[src/hw/rtl/sslt_pkg.sv]
`timescale 1ns / 1ps
// ----------------------------------------------------------------------------
// sslt_pkg
// Shared types and codes for the sorted slot list table.
// ----------------------------------------------------------------------------
package sslt_pkg;

	localparam logic [7:0] EMPTY_MARK      = 8'hFF;
	localparam logic [7:0] MAX_VALUE_RESET = 8'd100;

	// command codes
	localparam logic [1:0] CMD_INSERT = 2'd0;
	localparam logic [1:0] CMD_DELETE = 2'd1;
	localparam logic [1:0] CMD_READ   = 2'd2;

	// status codes
	localparam logic [2:0] STAT_OK         = 3'd0;
	localparam logic [2:0] STAT_SLOT_RANGE = 3'd1;
	localparam logic [2:0] STAT_OCCUPIED   = 3'd2;
	localparam logic [2:0] STAT_VAL_RANGE  = 3'd3;
	localparam logic [2:0] STAT_DUPLICATE  = 3'd4;
	localparam logic [2:0] STAT_NOT_FOUND  = 3'd5;
	localparam logic [2:0] STAT_SLOT_EMPTY = 3'd6;

	typedef struct packed {
		logic [1:0] command;
		logic [5:0] slot;
		logic [7:0] value;
	} req_t;

	typedef struct packed {
		logic [2:0] status;
		logic [7:0] slot_value;
		logic [5:0] next_slot;
		logic [5:0] head_slot;
		logic [5:0] touched_slot;
	} res_t;

endpackage

[src/hw/rtl/sslt_ram.sv]
`timescale 1ns / 1ps
// ----------------------------------------------------------------------------
// sslt_ram
// Generic single-write, single-read RAM with registered read data.
// ----------------------------------------------------------------------------
module sslt_ram #(
	parameter int WIDTH = 8,
	parameter int DEPTH = 32
) (
	input  logic                     clk,
	input  logic                     we,
	input  logic [$clog2(DEPTH)-1:0] waddr,
	input  logic [WIDTH-1:0]         wdata,
	input  logic [$clog2(DEPTH)-1:0] raddr,
	output logic [WIDTH-1:0]         rdata
);

	logic [WIDTH-1:0] mem [DEPTH];
	logic [WIDTH-1:0] rdata_q;

	always_ff @(posedge clk) begin
		if (we) begin
			mem[waddr] <= wdata;
		end
		rdata_q <= mem[raddr];
	end

	assign rdata = rdata_q;

endmodule

[src/hw/rtl/sorted_slot_list_table.sv]
`timescale 1ns / 1ps
// ----------------------------------------------------------------------------
// sorted_slot_list_table
// Slot table kept as an ascending list: insert, delete by value, read slot.
// ----------------------------------------------------------------------------
//
//  channel   dir  handshake              payload
//  -------   ---  ---------------------  ---------------------------
//  req       in   req_valid / req_stall  req_data   (sslt_pkg::req_t)
//  res       out  res_valid / res_stall  res_data   (sslt_pkg::res_t)
//  cfg       in   cfg_we                 cfg_data   (max_value)
//
//  Steps: a request makes one read of the addressed slot, one pass over all
//  SLOTS entries through the single RAM read port and one finish step, then
//  the table is ready again.
//  Reset: arst_n clears the per-slot valid bits at once, so every slot reads
//  empty right after reset; no clearing pass. max_value resets to 100.
//  Stalls: the result sits in an output register; the next request is taken
//  while it waits. A second result waits in the finish cycle until the
//  output register frees up.
//
// Operation
//  Values live in a RAM. A valid bit per slot (flip-flops) marks occupied
//  slots; an invalid slot reads as the empty mark. A request runs:
//   PRE  : addressed slot's value comes back (its old contents).
//   SCAN : every slot streams out once; in the same pass we collect
//          - the first slot matching the request value (duplicate / delete),
//          - the smallest value, skipping the value being deleted (new head),
//          - the smallest value above the addressed slot's value (successor).
//   FIN  : status is decided, the RAM / valid bits are updated, result out.
//  Values are unique in the table, so "smallest" never has ties.
// ----------------------------------------------------------------------------
module sorted_slot_list_table #(
	parameter int SLOTS = 32
) (
	input  logic            clk,
	input  logic            arst_n,
	// request channel
	input  logic            req_valid,
	output logic            req_stall,
	input  sslt_pkg::req_t  req_data,
	// result channel
	output logic            res_valid,
	input  logic            res_stall,
	output sslt_pkg::res_t  res_data,
	// config
	input  logic            cfg_we,
	input  logic [7:0]      cfg_data
);

	localparam int AW = $clog2(SLOTS);
	localparam int CW = $clog2(SLOTS + 1);
	localparam logic [5:0]    NO_SLOT   = 6'(SLOTS);
	localparam logic [CW-1:0] SCAN_LAST = CW'(SLOTS);

	localparam logic [1:0] ST_IDLE = 2'd0;
	localparam logic [1:0] ST_PRE  = 2'd1;
	localparam logic [1:0] ST_SCAN = 2'd2;
	localparam logic [1:0] ST_FIN  = 2'd3;

	// control
	logic [1:0]       state_q;
	logic [CW-1:0]    iss_q;       // next slot index to issue during the scan
	logic [SLOTS-1:0] valid_q;     // slot occupied
	logic [7:0]       max_value_q;
	logic             res_valid_q;

	// request and scan results
	sslt_pkg::req_t req_q;
	logic [7:0]     sval_q;        // addressed slot contents
	logic           mfound_q;
	logic [AW-1:0]  midx_q;
	logic           hfound_q;
	logic [7:0]     hmin_q;
	logic [AW-1:0]  hidx_q;
	logic           sfound_q;
	logic [7:0]     smin_q;
	logic [AW-1:0]  sidx_q;
	sslt_pkg::res_t res_q;

	// RAM read path
	logic [AW-1:0] rd_addr;
	logic [7:0]    rd_data;
	logic          rdv_s1;
	logic [AW-1:0] ridx_s1;
	logic [7:0]    entry;
	logic          occ;

	logic          accept;
	logic          in_slot_ok;
	logic          slot_ok;
	logic [AW-1:0] slot_idx;
	logic          vbad;
	logic          excl;
	logic          fin_go;

	// finish decision
	logic [2:0]     stat;
	logic           do_ins;
	logic           do_del;
	sslt_pkg::res_t res_nxt;

	assign accept     = req_valid && !req_stall;
	assign req_stall  = (state_q != ST_IDLE);
	assign in_slot_ok = (req_data.slot < NO_SLOT);
	assign slot_ok    = (req_q.slot < NO_SLOT);
	assign slot_idx   = slot_ok ? req_q.slot[AW-1:0] : '0;
	assign vbad       = (req_q.value == sslt_pkg::EMPTY_MARK) || (req_q.value > max_value_q);
	// deleted value drops out of the head search
	assign excl       = (req_q.command == sslt_pkg::CMD_DELETE) && !vbad;
	assign fin_go     = (state_q == ST_FIN) && (!res_valid_q || !res_stall);

	always_comb begin
		rd_addr = '0;
		unique case (state_q)
			ST_IDLE: rd_addr = in_slot_ok ? req_data.slot[AW-1:0] : '0;
			ST_PRE:  rd_addr = '0;
			ST_SCAN: rd_addr = (iss_q < SCAN_LAST) ? iss_q[AW-1:0] : '0;
			ST_FIN:  rd_addr = '0;
			default: rd_addr = '0;
		endcase
	end

	sslt_ram #(
		.WIDTH (8),
		.DEPTH (SLOTS)
	) u_ram (
		.clk   (clk),
		.we    (fin_go && do_ins),
		.waddr (slot_idx),
		.wdata (req_q.value),
		.raddr (rd_addr),
		.rdata (rd_data)
	);

	always_ff @(posedge clk) begin
		rdv_s1  <= valid_q[rd_addr];
		ridx_s1 <= rd_addr;
	end

	assign occ   = rdv_s1;
	assign entry = rdv_s1 ? rd_data : sslt_pkg::EMPTY_MARK;

	// control registers
	always_ff @(posedge clk or negedge arst_n) begin
		if (!arst_n) begin
			state_q     <= ST_IDLE;
			iss_q       <= '0;
			valid_q     <= '0;
			max_value_q <= sslt_pkg::MAX_VALUE_RESET;
			res_valid_q <= 1'b0;
		end else begin
			if (cfg_we) begin
				max_value_q <= cfg_data;
			end
			// a new result loads the output register, else a taken one leaves
			if (fin_go) begin
				res_valid_q <= 1'b1;
			end else if (res_valid_q && !res_stall) begin
				res_valid_q <= 1'b0;
			end
			unique case (state_q)
				ST_IDLE: begin
					if (accept) begin
						state_q <= ST_PRE;
					end
				end
				ST_PRE: begin
					iss_q   <= CW'(1);
					state_q <= ST_SCAN;
				end
				ST_SCAN: begin
					if (iss_q == SCAN_LAST) begin
						state_q <= ST_FIN;
					end else begin
						iss_q <= iss_q + CW'(1);
					end
				end
				ST_FIN: begin
					if (fin_go) begin
						state_q <= ST_IDLE;
						if (do_ins) begin
							valid_q[slot_idx] <= 1'b1;
						end
						if (do_del) begin
							valid_q[midx_q] <= 1'b0;
						end
					end
				end
				default: state_q <= ST_IDLE;
			endcase
		end
	end

	// request capture and scan accumulators
	always_ff @(posedge clk) begin
		if (accept) begin
			req_q <= req_data;
		end
		if (state_q == ST_PRE) begin
			sval_q   <= slot_ok ? entry : sslt_pkg::EMPTY_MARK;
			mfound_q <= 1'b0;
			hfound_q <= 1'b0;
			sfound_q <= 1'b0;
		end
		if (state_q == ST_SCAN) begin
			if (occ && !mfound_q && (entry == req_q.value)) begin
				mfound_q <= 1'b1;
				midx_q   <= ridx_s1;
			end
			if (occ && !(excl && (entry == req_q.value)) && (!hfound_q || (entry < hmin_q))) begin
				hfound_q <= 1'b1;
				hmin_q   <= entry;
				hidx_q   <= ridx_s1;
			end
			if (occ && (entry > sval_q) && (!sfound_q || (entry < smin_q))) begin
				sfound_q <= 1'b1;
				smin_q   <= entry;
				sidx_q   <= ridx_s1;
			end
		end
		if (fin_go) begin
			res_q <= res_nxt;
		end
	end

	// status and result
	always_comb begin
		stat   = sslt_pkg::STAT_OK;
		do_ins = 1'b0;
		do_del = 1'b0;
		unique case (req_q.command)
			sslt_pkg::CMD_INSERT: begin
				priority if (!slot_ok)                        stat = sslt_pkg::STAT_SLOT_RANGE;
				else if (sval_q != sslt_pkg::EMPTY_MARK)      stat = sslt_pkg::STAT_OCCUPIED;
				else if (vbad)                                stat = sslt_pkg::STAT_VAL_RANGE;
				else if (mfound_q)                            stat = sslt_pkg::STAT_DUPLICATE;
				else                                          do_ins = 1'b1;
			end
			sslt_pkg::CMD_DELETE: begin
				priority if (vbad)   stat = sslt_pkg::STAT_VAL_RANGE;
				else if (!mfound_q)  stat = sslt_pkg::STAT_NOT_FOUND;
				else                 do_del = 1'b1;
			end
			sslt_pkg::CMD_READ: begin
				priority if (!slot_ok)                        stat = sslt_pkg::STAT_SLOT_RANGE;
				else if (sval_q == sslt_pkg::EMPTY_MARK)      stat = sslt_pkg::STAT_SLOT_EMPTY;
				else                                          stat = sslt_pkg::STAT_OK;
			end
			default: stat = sslt_pkg::STAT_OK;
		endcase

		res_nxt.status     = stat;
		res_nxt.slot_value = sslt_pkg::EMPTY_MARK;
		res_nxt.next_slot  = NO_SLOT;
		if ((req_q.command == sslt_pkg::CMD_READ) && (stat == sslt_pkg::STAT_OK)) begin
			res_nxt.slot_value = sval_q;
			res_nxt.next_slot  = sfound_q ? 6'(sidx_q) : NO_SLOT;
		end

		// head after the update: an insert may undercut the scanned minimum
		res_nxt.head_slot = hfound_q ? 6'(hidx_q) : NO_SLOT;
		if (do_ins && (!hfound_q || (req_q.value < hmin_q))) begin
			res_nxt.head_slot = 6'(slot_idx);
		end

		res_nxt.touched_slot = NO_SLOT;
		if (do_ins) begin
			res_nxt.touched_slot = 6'(slot_idx);
		end else if (do_del) begin
			res_nxt.touched_slot = 6'(midx_q);
		end
	end

	assign res_valid = res_valid_q;
	assign res_data  = res_q;

endmodule

[config.mk]
export PLATFORM = sky130hd
export DESIGN_NAME = sorted_slot_list_table
export DESIGN_NICKNAME = d
export VERILOG_FILES = /design/src/hw/rtl/sslt_pkg.sv /design/src/hw/rtl/sslt_ram.sv /design/src/hw/rtl/sorted_slot_list_table.sv
export SDC_FILE = /design/constraint.sdc
export NUM_CORES = 1
export LEC_CHECK = 0
export ABC_AREA = 1
export BUFFER_PORTS_ARGS = -buffer_cell sky130_fd_sc_hd__buf_2
export CAP_MARGIN = 10
export CORE_MARGIN = 2
export CORE_UTILIZATION = 40
export CTS_CLUSTER_SIZE = 20
export DETAILED_ROUTE_END_ITERATION = 6
export SLEW_MARGIN = 20
export SYNTH_ARGS = -nofsm -noshare
export SYNTH_HDL_FRONTEND = slang
export SYNTH_SLANG_ARGS = --single-unit
[constraint.sdc]
create_clock -name clk -period 9.2 [get_ports clk]
set_clock_uncertainty 0.2 [all_clocks]
set_input_delay 1.84 -clock clk [delete_from_list [all_inputs] [get_ports clk]]
set_output_delay 1.84 -clock clk [all_outputs]
set_load 0.005 [all_outputs]
### Word level (Yosys, flattened, before mapping)

Memories as Yosys holds them, arrays and structs flattened. A register that Yosys moved wholly into a read port is not among the register bits.
Index checks and enable logic that the tools add are counted.

* word-level logic and storage cells: 158
* memories kept: 1
* RAM bits: 256
* output and inout port bits: 31
* register bits: 142
* input port bits: 29

* add/subtract/negate cells: 1
* magnitude comparators: 13
* mux-type cells: 56
* reduce and logical (&&, ||, !) cells: 43
* eq/ne operators: 14
* bitwise logic cells: 3

Memory list
* u_ram.mem: depth 32, bits a word 8, read ports 1, clocked after Yosys merged registers in 1, write ports 1, RTL line sslt_ram.sv:18 `logic [WIDTH-1:0] mem [DEPTH];`

Operators by type and width (number)
* 32-bit 2-to-1 mux: 4
* 32-bit bitwise AND: 1
* 32-bit inverter: 1
* 32-bit OR: 1
* 5-bit 2-to-1 mux: 5
* 8-bit < comparator: 3
* 1-bit 2-to-1 mux: 24
* 3-bit 2-to-1 mux: 8
* 6-bit 2-to-1 mux: 4
* 5-bit by 6-bit < comparator with 1-bit output, second input constant: 3
* 6-bit < comparator, second input constant: 3
* 8-bit == test, second input constant: 2
* 8-bit greater-than comparator: 2
* 1-bit logical AND: 16
* 5-bit case mux with 3 select lines: 1
* 6-bit case mux with 2 select lines: 1
* 2-bit AND reduction: 6
* 1-bit demux with 5-bit select: 2
* 5-bit by 1-bit >= comparator with 1-bit output, second input constant: 2
* 3-bit case mux with 3 select lines: 1
* 8-bit == test: 1
* 1-bit logical NOT: 8
* 8-bit 2-to-1 mux: 1
* 2-bit inequality test, second input constant: 4
* 14 further kinds: 26

### Logic depth before layout (Yosys ltp)

Gate-level depths: netlist of run 1.

* word-level depth: 12
* mapped depth: 18
* gate-level depth less buffers: 18

### Modules after synthesis

From an unflattened synthesis of run 1, not the netlist that was laid out.

* cell total of the unflattened synthesis: 1686
* area total of the unflattened synthesis: 18006.0 µm²

By module, submodules not included
* sslt_ram: cells each 922, area an instance 10786.6 µm², seq. area each 7847.5 µm², times used 1
* sorted_slot_list_table: cells each 764, area an instance 7219.4 µm², seq. area each 3932.5 µm², times used 1

### Worst setup path after synthesis of run 1

Ideal clock, no wire load.

* kind: input-to-reg
* start point: input port res_stall
* end point: memory u_ram.mem[28][0], enable pin
* data arrival time: 3938 ps
* stages: 8
* setup time: 370 ps
* data required time: 8630 ps
* slack: 4692 ps
* buffers on the path: 1
* cell sequence: nand2_1 inv_1 nor2_2 inv_1 nor2_4 buf_6 nand3_2 nor2_1

* word-level cells in the longest chain between the ends: 6

RTL lines
* start: declaration: RTL line sorted_slot_list_table.sv:44 `input logic res_stall,`
* 1-bit logical NOT: RTL line sorted_slot_list_table.sv:111 `assign fin_go = (state_q == ST_FIN) && (!res_valid_q || !res_stall);`
* 1-bit logical OR: RTL line sorted_slot_list_table.sv:111
* 1-bit logical AND: RTL line sorted_slot_list_table.sv:111
* named net fin_go: RTL line sorted_slot_list_table.sv:95 `logic fin_go;`
* 1-bit logical AND: RTL line sorted_slot_list_table.sv:129 `.we (fin_go && do_ins),`
* 1-bit 2-to-1 mux: RTL line sslt_ram.sv:22 `if (we) begin`
* 1-bit 2-to-1 mux (implied by the code): RTL line sslt_ram.sv:23 `mem[waddr] <= wdata;`
* end: declaration: RTL line sslt_ram.sv:18

The timed path passes the listed nets, and every way through them passes these cells.

### Final worst setup path of run 1

* start point: input port res_stall
* end point: memory u_ram.mem[10][7], enable pin

The elaborated chain is that of the path after synthesis.

==> results of run 1 <==
==> per-layer routing <==
layer  track usage [%]  wire length, microns
met4              5.69                  1160
met1              26.6                 19600
met3              2.89                  2810
met2              30.9                 20400
met5                 0                     0
==> cells by family after synthesis <==
logic type	Yosys count	synth area share (%)
AO/OA/AOI/OAI	255	8.59
XOR/XNOR	8	0.394
adder cells (fa/ha/maj)	44	3.09
buffers and inverters	218	5.55
flip-flops	406	66.2
multiplexers	1	0.0633
AND/OR/NAND/NOR	629	16.1
==> worst max-delay path by stage <==
stage	startpoint	to	slack [ps]	depth (start not counted)
after CTS	res_stall	u_ram.mem[10][7]	4490	8
after global placement	res_stall	u_ram.mem[10][2]	4010	8
final	res_stall	u_ram.mem[10][7]	4450	8
after floorplan	res_stall	u_ram.mem[28][0]	4690	8
after global routing	res_stall	u_ram.mem[10][7]	4170	8
after detailed placement	res_stall	u_ram.mem[10][3]	3890	8
==> through the flow <==
stage          setup WS, ps  utilization (%)  area (sq um)
4_1_cts                4490             45.3         19900
2_1_floorplan          4690                -         17800
3_3_place_gp           4010             42.2         18600
6_report               4450             45.3         19900
3_5_place_dp           3890             42.2         18600
5_1_grt                4170             45.3         19900
==> sequential cells by signal, indices dropped and copies added, names as in the netlist, 6 cells and up <==
signal	cells
max_value_q	8
u_ram.rdata	8
u_ram.mem	256
res_data	29
iss_q	6
valid_q	32
sval_q	8
req_q	16
hmin_q	8
smin_q	8
==> cell usage after synthesis, types with 2 or more instances <==
| master | number |
|---|---|
| buf_12 | 2 |
| dfxtp_1 | 17 |
| nand3_2 | 3 |
| a21oi_1 | 62 |
| nand2_2 | 6 |
| inv_2 | 2 |
| xnor2_1 | 2 |
| o211ai_1 | 82 |
| edfxtp_1 | 340 |
| dfstp_2 | 3 |
| or2_2 | 30 |
| nor2_4 | 2 |
| nand2_1 | 138 |
| o21ai_1 | 44 |
| nand3_1 | 164 |
| nand4_1 | 13 |
| nor2_2 | 7 |
| dfrtp_1 | 46 |
| ha_1 | 44 |
| or2_1 | 9 |
| clkinv_1 | 3 |
| nor2_1 | 198 |
| xor2_1 | 6 |
| nor3_1 | 32 |
| or2_0 | 26 |
| buf_4 | 8 |
| o22ai_1 | 7 |
| buf_6 | 7 |
| a21o_1 | 2 |
| o22ai_2 | 2 |
| o21a_1 | 2 |
| o21ai_0 | 51 |
| clkbuf_2 | 6 |
| inv_1 | 143 |
| clkbuf_1 | 16 |
| buf_2 | 29 |
==> power breakdown <==
group | switching [mW] | internal [mW]
Combinational | 1.12 | 0.465
Sequential | 0.0837 | 2.24
Clock | 0.688 | 0.982
==> cell usage in the layout (no fill, tap or decap), types with 5 or more instances in the layout <==
cell type,netlist,final
edfxtp_1,340,340
nor2_1,198,198
nand3_1,164,163
inv_1,143,143
nand2_1,138,138
o211ai_1,82,82
a21oi_1,62,62
buf_2,29,59
o21ai_0,51,51
dfrtp_1,46,46
clkbuf_16,0,45
o21ai_1,44,44
ha_1,44,44
nor3_1,32,32
or2_2,30,30
or2_0,26,26
buf_4,8,21
dfxtp_1,17,17
nand4_1,13,13
clkinv_1,3,9
or2_1,9,9
clkinv_2,0,9
clkbuf_1,16,8
nor2_2,7,6
o22ai_1,7,6
xor2_1,6,6
nand2_2,6,5
==> area by class of cell <==
cell class	instances	area, sq um	area share (%)
inverters	148	558	2.80
clock inverters	21	183	0.916
clock buffers	54	1170	5.87
well taps	592	741	3.71
flip-flops and latches	406	11800	59.1
repair buffers	80	453	2.27
multi-input cells	937	5060	25.4
==> results_dict.tcl, run 1 <==
set metrics [dict create \
    clkLatencyLatePin_ps 540 \
    max-vdd-ir-drop_v 0.000165 \
    hold_end "hidx_q[2]" \
    setup_tns_ps 0 \
    first_pass_iters 5 \
    hold-worst-slack_ps 276 \
    post_cts_buffers 0 \
    diodes 0 \
    cts_root_buf "clkbuf_16" \
    synthArstFlopShare_pct 12.1 \
    setup_viol 0 \
    grt_antenna_before_repair 0 \
    dpl.hpwl_microns 26700 \
    synthCells 1561 \
    drt-total-wl_microns 43900 \
    path_max_fanout 35 \
    dp.cells 2163 \
    critPathRequiredTime_ps 9170 \
    synth_area_leader_cell "edfxtp_1" \
    r2r_setup_slack_ps 4850 \
    synth-edff-count 340 \
    syn_avg_cell_area_sq_um 11.4 \
    ys_types 43 \
    fin_cells 2238 \
    timing.rr.start "req_q[7]" \
    gp_congestion 0.842 \
    cp_data_arrival_time_ps 4710 \
    die_x_microns 215 \
    r2r_end "u_ram.mem[10][7]" \
    clkTransAtPathRegs_ps 60 \
    max_slew_margin_pct 35.3 \
    via_per_inst 5.29 \
    cp-start-kind "input pin" \
    min_path_type "flip-flop to flip-flop" \
    drive_gt1_share_pct 12.2 \
    worstSetupPathType "input pin to flip-flop" \
    critPathSlowestCell "nor2_4" \
    syn_to_final_growth_pct 12.0 \
    cts_buffer_depth 3 \
    grt_pass1_vias 11900 \
    cp_cell_sequence "buf_2, nand2_1, inv_1, nor2_4, inv_1, nor2_4, nand3_1, nor2_1" \
    synth.area.top_cells "edfxtp_1, dfrtp_1, nand3_1, nor2_1, o211ai_1" \
    crit_path_end_kind "flip-flop" \
    core_area_sq_um 44000 \
    synth_top_flop_cell "edfxtp_1" \
    die_y_microns 215 \
    clock.fmax_mhz 211 \
    drv_cap 0 \
    hold_start "ridx_s1[2]" \
    ys_ff_latch 406 \
    start_util_pct 40.4 \
    hold_depth 0 \
    nFillCells 4020 \
    num_vias 11800 \
    period_share_pct 51.6 \
    grt_pass1_wl_microns 68200 \
    tightest_slew_ps 964 \
    num-nets-final 1689 \
    netlist_area_sq_um 17800 \
    drt_iter0_drc 1030 \
    die_area_sq_um 46200 \
    fp-row-count 77 \
    outcome "complete, no violations" \
    numCtsBuffers 43 \
    cp_num_buf_inv 3 \
    grt.overflow.total 0 \
    min_period_ps 4750 \
    p_leak_nw 7.34 \
    grt_max_degree 91 \
    slowest_delay_ps 720 \
    critPathTopFamily "simple AND/OR/NAND/NOR gates" \
    clkSinkCount 406 \
    synth.net_count 1634 \
    hold_viol_final 0 \
    yosysSeqAreaShare_pct 66.2 \
    grt_usage_pct 19.1 \
    cts_tree "yes" \
    hold_buffers 0 \
    ys_warn_count 0 \
    totalPowerFinal_mw 5.57 \
    reg2reg_depth 12 \
    powerDensity_nw_per_um2 280 \
    h-tree-depth 2 \
    drc 0 \
    io_pins 60 \
    cts-resized-gates 0 \
    rsz0062_at_grt "false" \
    detail-route-antenna-nets 0 \
    slew_viol_final 0 \
    port_buffers 59 \
    post_drt_wl_per_cell_microns 19.6 \
    synth_top_area_share_pct 57.4 \
]
Power figures use the tool's default switching activity.
==> run 2: changes to the inputs <==
==> constraint.sdc (replaced) <==
create_clock -name clk -period 4.16 [get_ports clk]
set_clock_uncertainty 0.2 [all_clocks]
set_input_delay 0.832 -clock clk [delete_from_list [all_inputs] [get_ports clk]]
set_output_delay 0.832 -clock clk [all_outputs]
set_load 0.005 [all_outputs]
==> run 2 against run 1 <==
Effect of this change: global-route usage decreased by 0.22 points; cell count is 0.58% higher; combinational power is 130% higher; non-clock buffer count is 10 higher; highest routed layer unchanged; first-iteration DRC count shrank 4.7%; count of clock-buffer cells in the layout is 2 higher; sequential power is 120% higher; critical path depth up 5; cell area up 0.82%; die area did not move; clock power rose by 120%; sequential cell count unchanged.
==> results_dict.tcl, run 2 (same netlist as run 1, synthesis figures left out) <==
set metrics [dict create \
    clkLatencyLatePin_ps 550 \
    drt_iter0_drc 982 \
    power_switching_mw 4.21 \
    cp_num_buf_inv 1 \
    hold_buffers 0 \
    first_pass_iters 5 \
    swShare_pct 33.8 \
    cpMostUsedCell "nor2_1" \
    syn_to_final_growth_pct 13.0 \
    drt-total-wl_microns 43900 \
    critPathRequiredTime_ps 4140 \
    cp_data_arrival_time_ps 3380 \
    min_path_type "input pin to asynchronous set/reset pin" \
    dp.cells 2173 \
    cp_cell_sequence "inv_1, ha_1, a21oi_1, nor2_1, nor2_1, nand2_1, nand2_1, nand2_2, nor2_2, nand2_2, nor2_4, nand3_1, nor2_1" \
    fp-row-count 77 \
    post-place-ws_ps 751 \
    via_per_inst 5.27 \
    internal_power_mw 8.26 \
    core_area_sq_um 44000 \
    grt_pass1_vias 11600 \
    p_leak_nw 7.43 \
    final_util_pct 45.7 \
    final_cell_mix "edfxtp_1, nor2_1, nand3_1, inv_1, nand2_1" \
    grt_usage_pct 18.9 \
    grt_pass1_wl_microns 67300 \
    tightest_slew_ps 717 \
    grt.overflow.total 0 \
    io_pins 60 \
    timing.rr.start "max_value_q[5]" \
    cts-resized-gates 0 \
    die_x_microns 215 \
    clkSinkCount 406 \
    drive_gt1_share_pct 13.0 \
    clkTransAtPathRegs_ps 60 \
    grt_max_degree 79 \
    slowest_delay_ps 570 \
    drc 0 \
    cts_tree "yes" \
    outcome "complete, no violations" \
    cp_num_cells 13 \
    max_slew_margin_pct 52.1 \
    critPathSlowestCell "nor2_1" \
    post_drt_wl_per_cell_microns 19.5 \
    gp_congestion 0.849 \
    post_cts_buffers 0 \
    fin_cells 2251 \
    cts_buffer_depth 3 \
    die_area_sq_um 46200 \
    clkPwrFrac_pct 29.9 \
    r2r_end "u_ram.mem[15][3]" \
    detail-route-antenna-nets 0 \
    reg2reg_depth 13 \
    period_share_pct 81.7 \
    combPwrFrac_pct 28.9 \
    port_buffers 59 \
    numCtsBuffers 42 \
    hold-worst-slack_ps 48.1 \
    grt_antenna_before_repair 0 \
    final_common_cell "edfxtp_1" \
    crit_path_end_kind "flip-flop" \
    r2r_setup_slack_ps 760 \
    powerDensity_nw_per_um2 620 \
    max-vdd-ir-drop_v 0.000480 \
    cts_root_buf "clkbuf_16" \
    largest_reg_flops 256 \
    drv_cap 0 \
    regMostFlops "u_ram.mem" \
    critPathTopFamily "simple AND/OR/NAND/NOR gates" \
    setup_viol 0 \
    min_period_ps 3400 \
    worstSetupPathType "flip-flop to flip-flop" \
    start_util_pct 40.4 \
    slew_viol_final 0 \
    critical_path.startpoint "max_value_q[5]" \
    num-nets-final 1698 \
    h-tree-depth 2 \
    power_frac_seq_pct 41.1 \
    hold_viol_final 0 \
    dpl.hpwl_microns 28000 \
    die_y_microns 215 \
    num_vias 11900 \
    setup_tns_ps 0 \
    diodes 0 \
    setup.worst_path.end "u_ram.mem[15][3]" \
    rsz0062_at_grt "false" \
    setup_ws_ps 760 \
    cp-start-kind "flip-flop" \
    path_max_fanout 11 \
    clock.fmax_mhz 294 \
]
-- run 2: worst min path at each step --
stage          slack (ps)  cells past startpoint          to  startpoint
2_1_floorplan         220                      0   hidx_q[0]  ridx_s1[0]
3_3_place_gp          270                      2    sfound_q    sfound_q
3_5_place_dp          280                      2    sfound_q    sfound_q
4_1_cts                50                      1  valid_q[4]      arst_n
5_1_grt                80                      1   res_valid      arst_n
6_report               50                      1  valid_q[4]      arst_n
-- run 2: layer usage --
| layer | track usage, % | routed length, microns | up-vias | part of all wire (%) |
|---|---|---|---|---|
| li1 | - | - | 5632 | - |
| met1 | 26.0 | 19300 | 5732 | 44 |
| met2 | 30.3 | 20500 | 408 | 47 |
| met3 | 3.23 | 2760 | 84 | 6.3 |
| met4 | 6.50 | 1280 | 0 | 2.9 |
| met5 | 0 | 0 | - | 0 |
-- run 2: final cells by class --
type | count | area [sq um]
fillers | 4047 | 23900
flip-flops and latches | 406 | 11800
multi-input cells | 937 | 5060
clock buffers | 56 | 1200
well taps | 592 | 741
repair buffers | 90 | 591
inverters | 148 | 558
clock inverters | 22 | 186
-- run 2: power groups by stage --
stage               Combinational [mW]  Sequential [mW]  Clock, mW
finish                            3.61             5.13       3.74
global route                      4.06             5.17       3.95
CTS                               3.62             5.14       3.80
detailed placement                3.60             5.22          0
global placement                  3.56             5.21          0
floorplan                         2.51             5.19          0
-- run 2: per-stage QoR --
stage	total power, mW	cell area (sq um)
floorplan	7.69	17800
global placement	8.77	18700
detailed placement	8.82	18700
CTS	12.6	20100
global route	13.2	20100
finish	12.5	20100
==> run 3: changes to the inputs <==
==> constraint.sdc (replaced) <==
create_clock -name clk -period 3.19 [get_ports clk]
set_clock_uncertainty 0.2 [all_clocks]
set_input_delay 0.638 -clock clk [delete_from_list [all_inputs] [get_ports clk]]
set_output_delay 0.638 -clock clk [all_outputs]
set_load 0.005 [all_outputs]
==> run 3 against run 2 <==
Effect of this change: non-clock buffer count is 54 higher; cell count up 2.4%; clock power grew 30%; first-iteration DRC count is 11% higher; highest routed layer is now met5; via count grew 3.0%; setup slack got worse by 580 ps; global-route usage up 1.2 points; count of clock-buffer cells in the layout rose by 2; die area did not move; power is 32% higher.
==> results_dict.tcl, run 3 (same netlist as run 1, synthesis figures left out) <==
set metrics [dict create \
    outcome "complete, no violations" \
    critPathSlowestCell "dfstp_2" \
    hold_viol_final 0 \
    fin_area_sq_um 20500 \
    drive_gt1_share_pct 15.4 \
    cp_cell_sequence "inv_1, ha_1, a21oi_1, nor2_1, nor2_1, nand2_1, nand2_1, nand2_2, nor2_2, nand2_2, nor2_4, nand3_1, nor2_1, buf_4" \
    grt.overflow.total 0 \
    port_buffers 59 \
    met3_usage_pct 4.60 \
    cp_num_buf_inv 2 \
    dp.cells 2226 \
    p_leak_nw 7.71 \
    grt_pass1_wl_microns 70500 \
    final_common_cell "edfxtp_1" \
    hold_start "req_data[15]" \
    gr-usage-met1_pct 26.1 \
    gp_congestion 0.902 \
    min_path_type "input pin to flip-flop" \
    h-tree-depth 2 \
    rsz0062_at_grt "false" \
    cpMostUsedCell "nor2_1" \
    clkTransAtPathRegs_ps 60 \
    largest_reg_flops 256 \
    powerDensity_nw_per_um2 804 \
    max-vdd-ir-drop_v 0.000574 \
    die_x_microns 215 \
    r2r_setup_slack_ps 180 \
    critPathTopFamily "simple AND/OR/NAND/NOR gates" \
    met2_usage_pct 32.9 \
    cp_data_arrival_time_ps 3070 \
    drc 0 \
    first_pass_iters 5 \
    post_drt_wl_per_cell_microns 20.1 \
    hold_depth 1 \
    path_max_fanout 8 \
    r2r_end "u_ram.mem[14][6]" \
    cts_buffer_depth 3 \
    die_area_sq_um 46200 \
    critPathRequiredTime_ps 3250 \
    placement.cell_area_sq_um 19100 \
    worstSetupPathType "flip-flop to flip-flop" \
    grt_pass1_vias 12300 \
    setup_viol 0 \
    grt_max_degree 96 \
    slew_viol_final 0 \
    grt_usage_pct 20.1 \
    num_vias 12200 \
    busiest_layer "met2" \
    num-nets-final 1754 \
    timing.rr.start "max_value_q[5]" \
    dpl.hpwl_microns 30200 \
    drt-total-wl_microns 46300 \
    fin_cells 2305 \
    min_period_ps 3010 \
    clock.fmax_mhz 332 \
    io_pins 60 \
    setup_tns_ps 0 \
    clkLatencyLatePin_ps 560 \
    drt_iter0_drc 1091 \
    final_util_pct 46.6 \
    via_per_inst 5.30 \
    cts_root_buf "clkbuf_16" \
    regMostFlops "u_ram.mem" \
    syn_to_final_growth_pct 15.2 \
    drv_cap 0 \
    numCtsBuffers 44 \
    tightest_slew_ps 816 \
    start_util_pct 40.4 \
    slowest_delay_ps 510 \
    detail-route-antenna-nets 0 \
    diodes 0 \
    max_slew_margin_pct 45.5 \
    hold_end "req_q[15]" \
    core_area_sq_um 44000 \
    cts_tree "yes" \
    cp-start-kind "flip-flop" \
    totalPowerFinal_mw 16.5 \
    die_y_microns 215 \
    cp_num_cells 14 \
    reg2reg_depth 14 \
    final_cell_mix "edfxtp_1, nor2_1, nand3_1, inv_1, nand2_1" \
    period_share_pct 94.3 \
    fp-row-count 77 \
    grt_antenna_before_repair 1 \
    crit_path_end_kind "flip-flop" \
    clkSinkCount 406 \
]
-- run 3: cell count changes in the layout (fill, tap and decap cells not counted), moves of 2 or more --
| cell | previous run | this run |
|---|---|---|
| clkinv_1 | 6 | 11 |
| buf_4 | 26 | 79 |
| clkinv_2 | 14 | 10 |
| clkinvlp_4 | 2 | 0 |
-- run 3: worst max path at each step --
stage                        start          endpoint  slack (ps)
floorplan                 req_q[7]  u_ram.mem[16][0]          80
global placement    max_value_q[5]  u_ram.mem[10][3]         220
detailed placement  max_value_q[5]   u_ram.mem[8][3]         180
CTS                 max_value_q[5]   u_ram.mem[8][1]         170
global route        max_value_q[5]  u_ram.mem[12][0]          10
finish              max_value_q[5]  u_ram.mem[14][6]         180
-- run 3: metal layers --
metal / wire (microns) / part of all wire [%] / up-vias
met5: 11 / 0.024 / -
met4: 1480 / 3.2 / 2
met3: 3240 / 7.0 / 110
met2: 21800 / 47 / 434
met1: 19800 / 43 / 5941
li1: - / - / 5727
-- run 3: cell type report --
class / instances / area, sq um
clock buffer: 58 / 1240
multi-input combinational: 937 / 5060
inverter: 148 / 558
fill: 3998 / 23500
clock inverter: 20 / 140
tap: 592 / 741
timing repair buffer: 144 / 998
sequential: 406 / 11800
-- run 3: what timing repair did --
| item | CTS | global route |
|---|---|---|
| gates resized for setup | 0 | 1 |
| endpoints found under the setup margin | 0 | 8 |
| setup buffers | 0 | 0 |
| hold buffers | 1 | 0 |
| endpoints found under the hold margin | 11 | 0 |
-- run 3: power breakdown --
| group | total, mW | switching, mW | internal [mW] |
|---|---|---|---|
| registers | 6.65 | 0.197 | 6.45 |
| clock network | 4.87 | 2.00 | 2.87 |
| logic | 4.98 | 3.42 | 1.56 |
-- run 3: per-stage QoR --
stage / setup WS [ps] / hold WS (ps)
finish: 181 / 54.6
global route: 9.70 / 33.9
CTS: 167 / 27.0
detailed placement: 178 / 278
global placement: 224 / 270
floorplan: 79.1 / 142
-- run 3: worst reg2reg max path, delay by kind of cell (launching register included) --
kind	cells	cell delay, ps
buffers and inverters	2	220
AO/OA/AOI/OAI	1	130
AND/OR/NAND/NOR	10	1340
adder cells (fa/ha/maj)	1	310
flip-flops	1	510
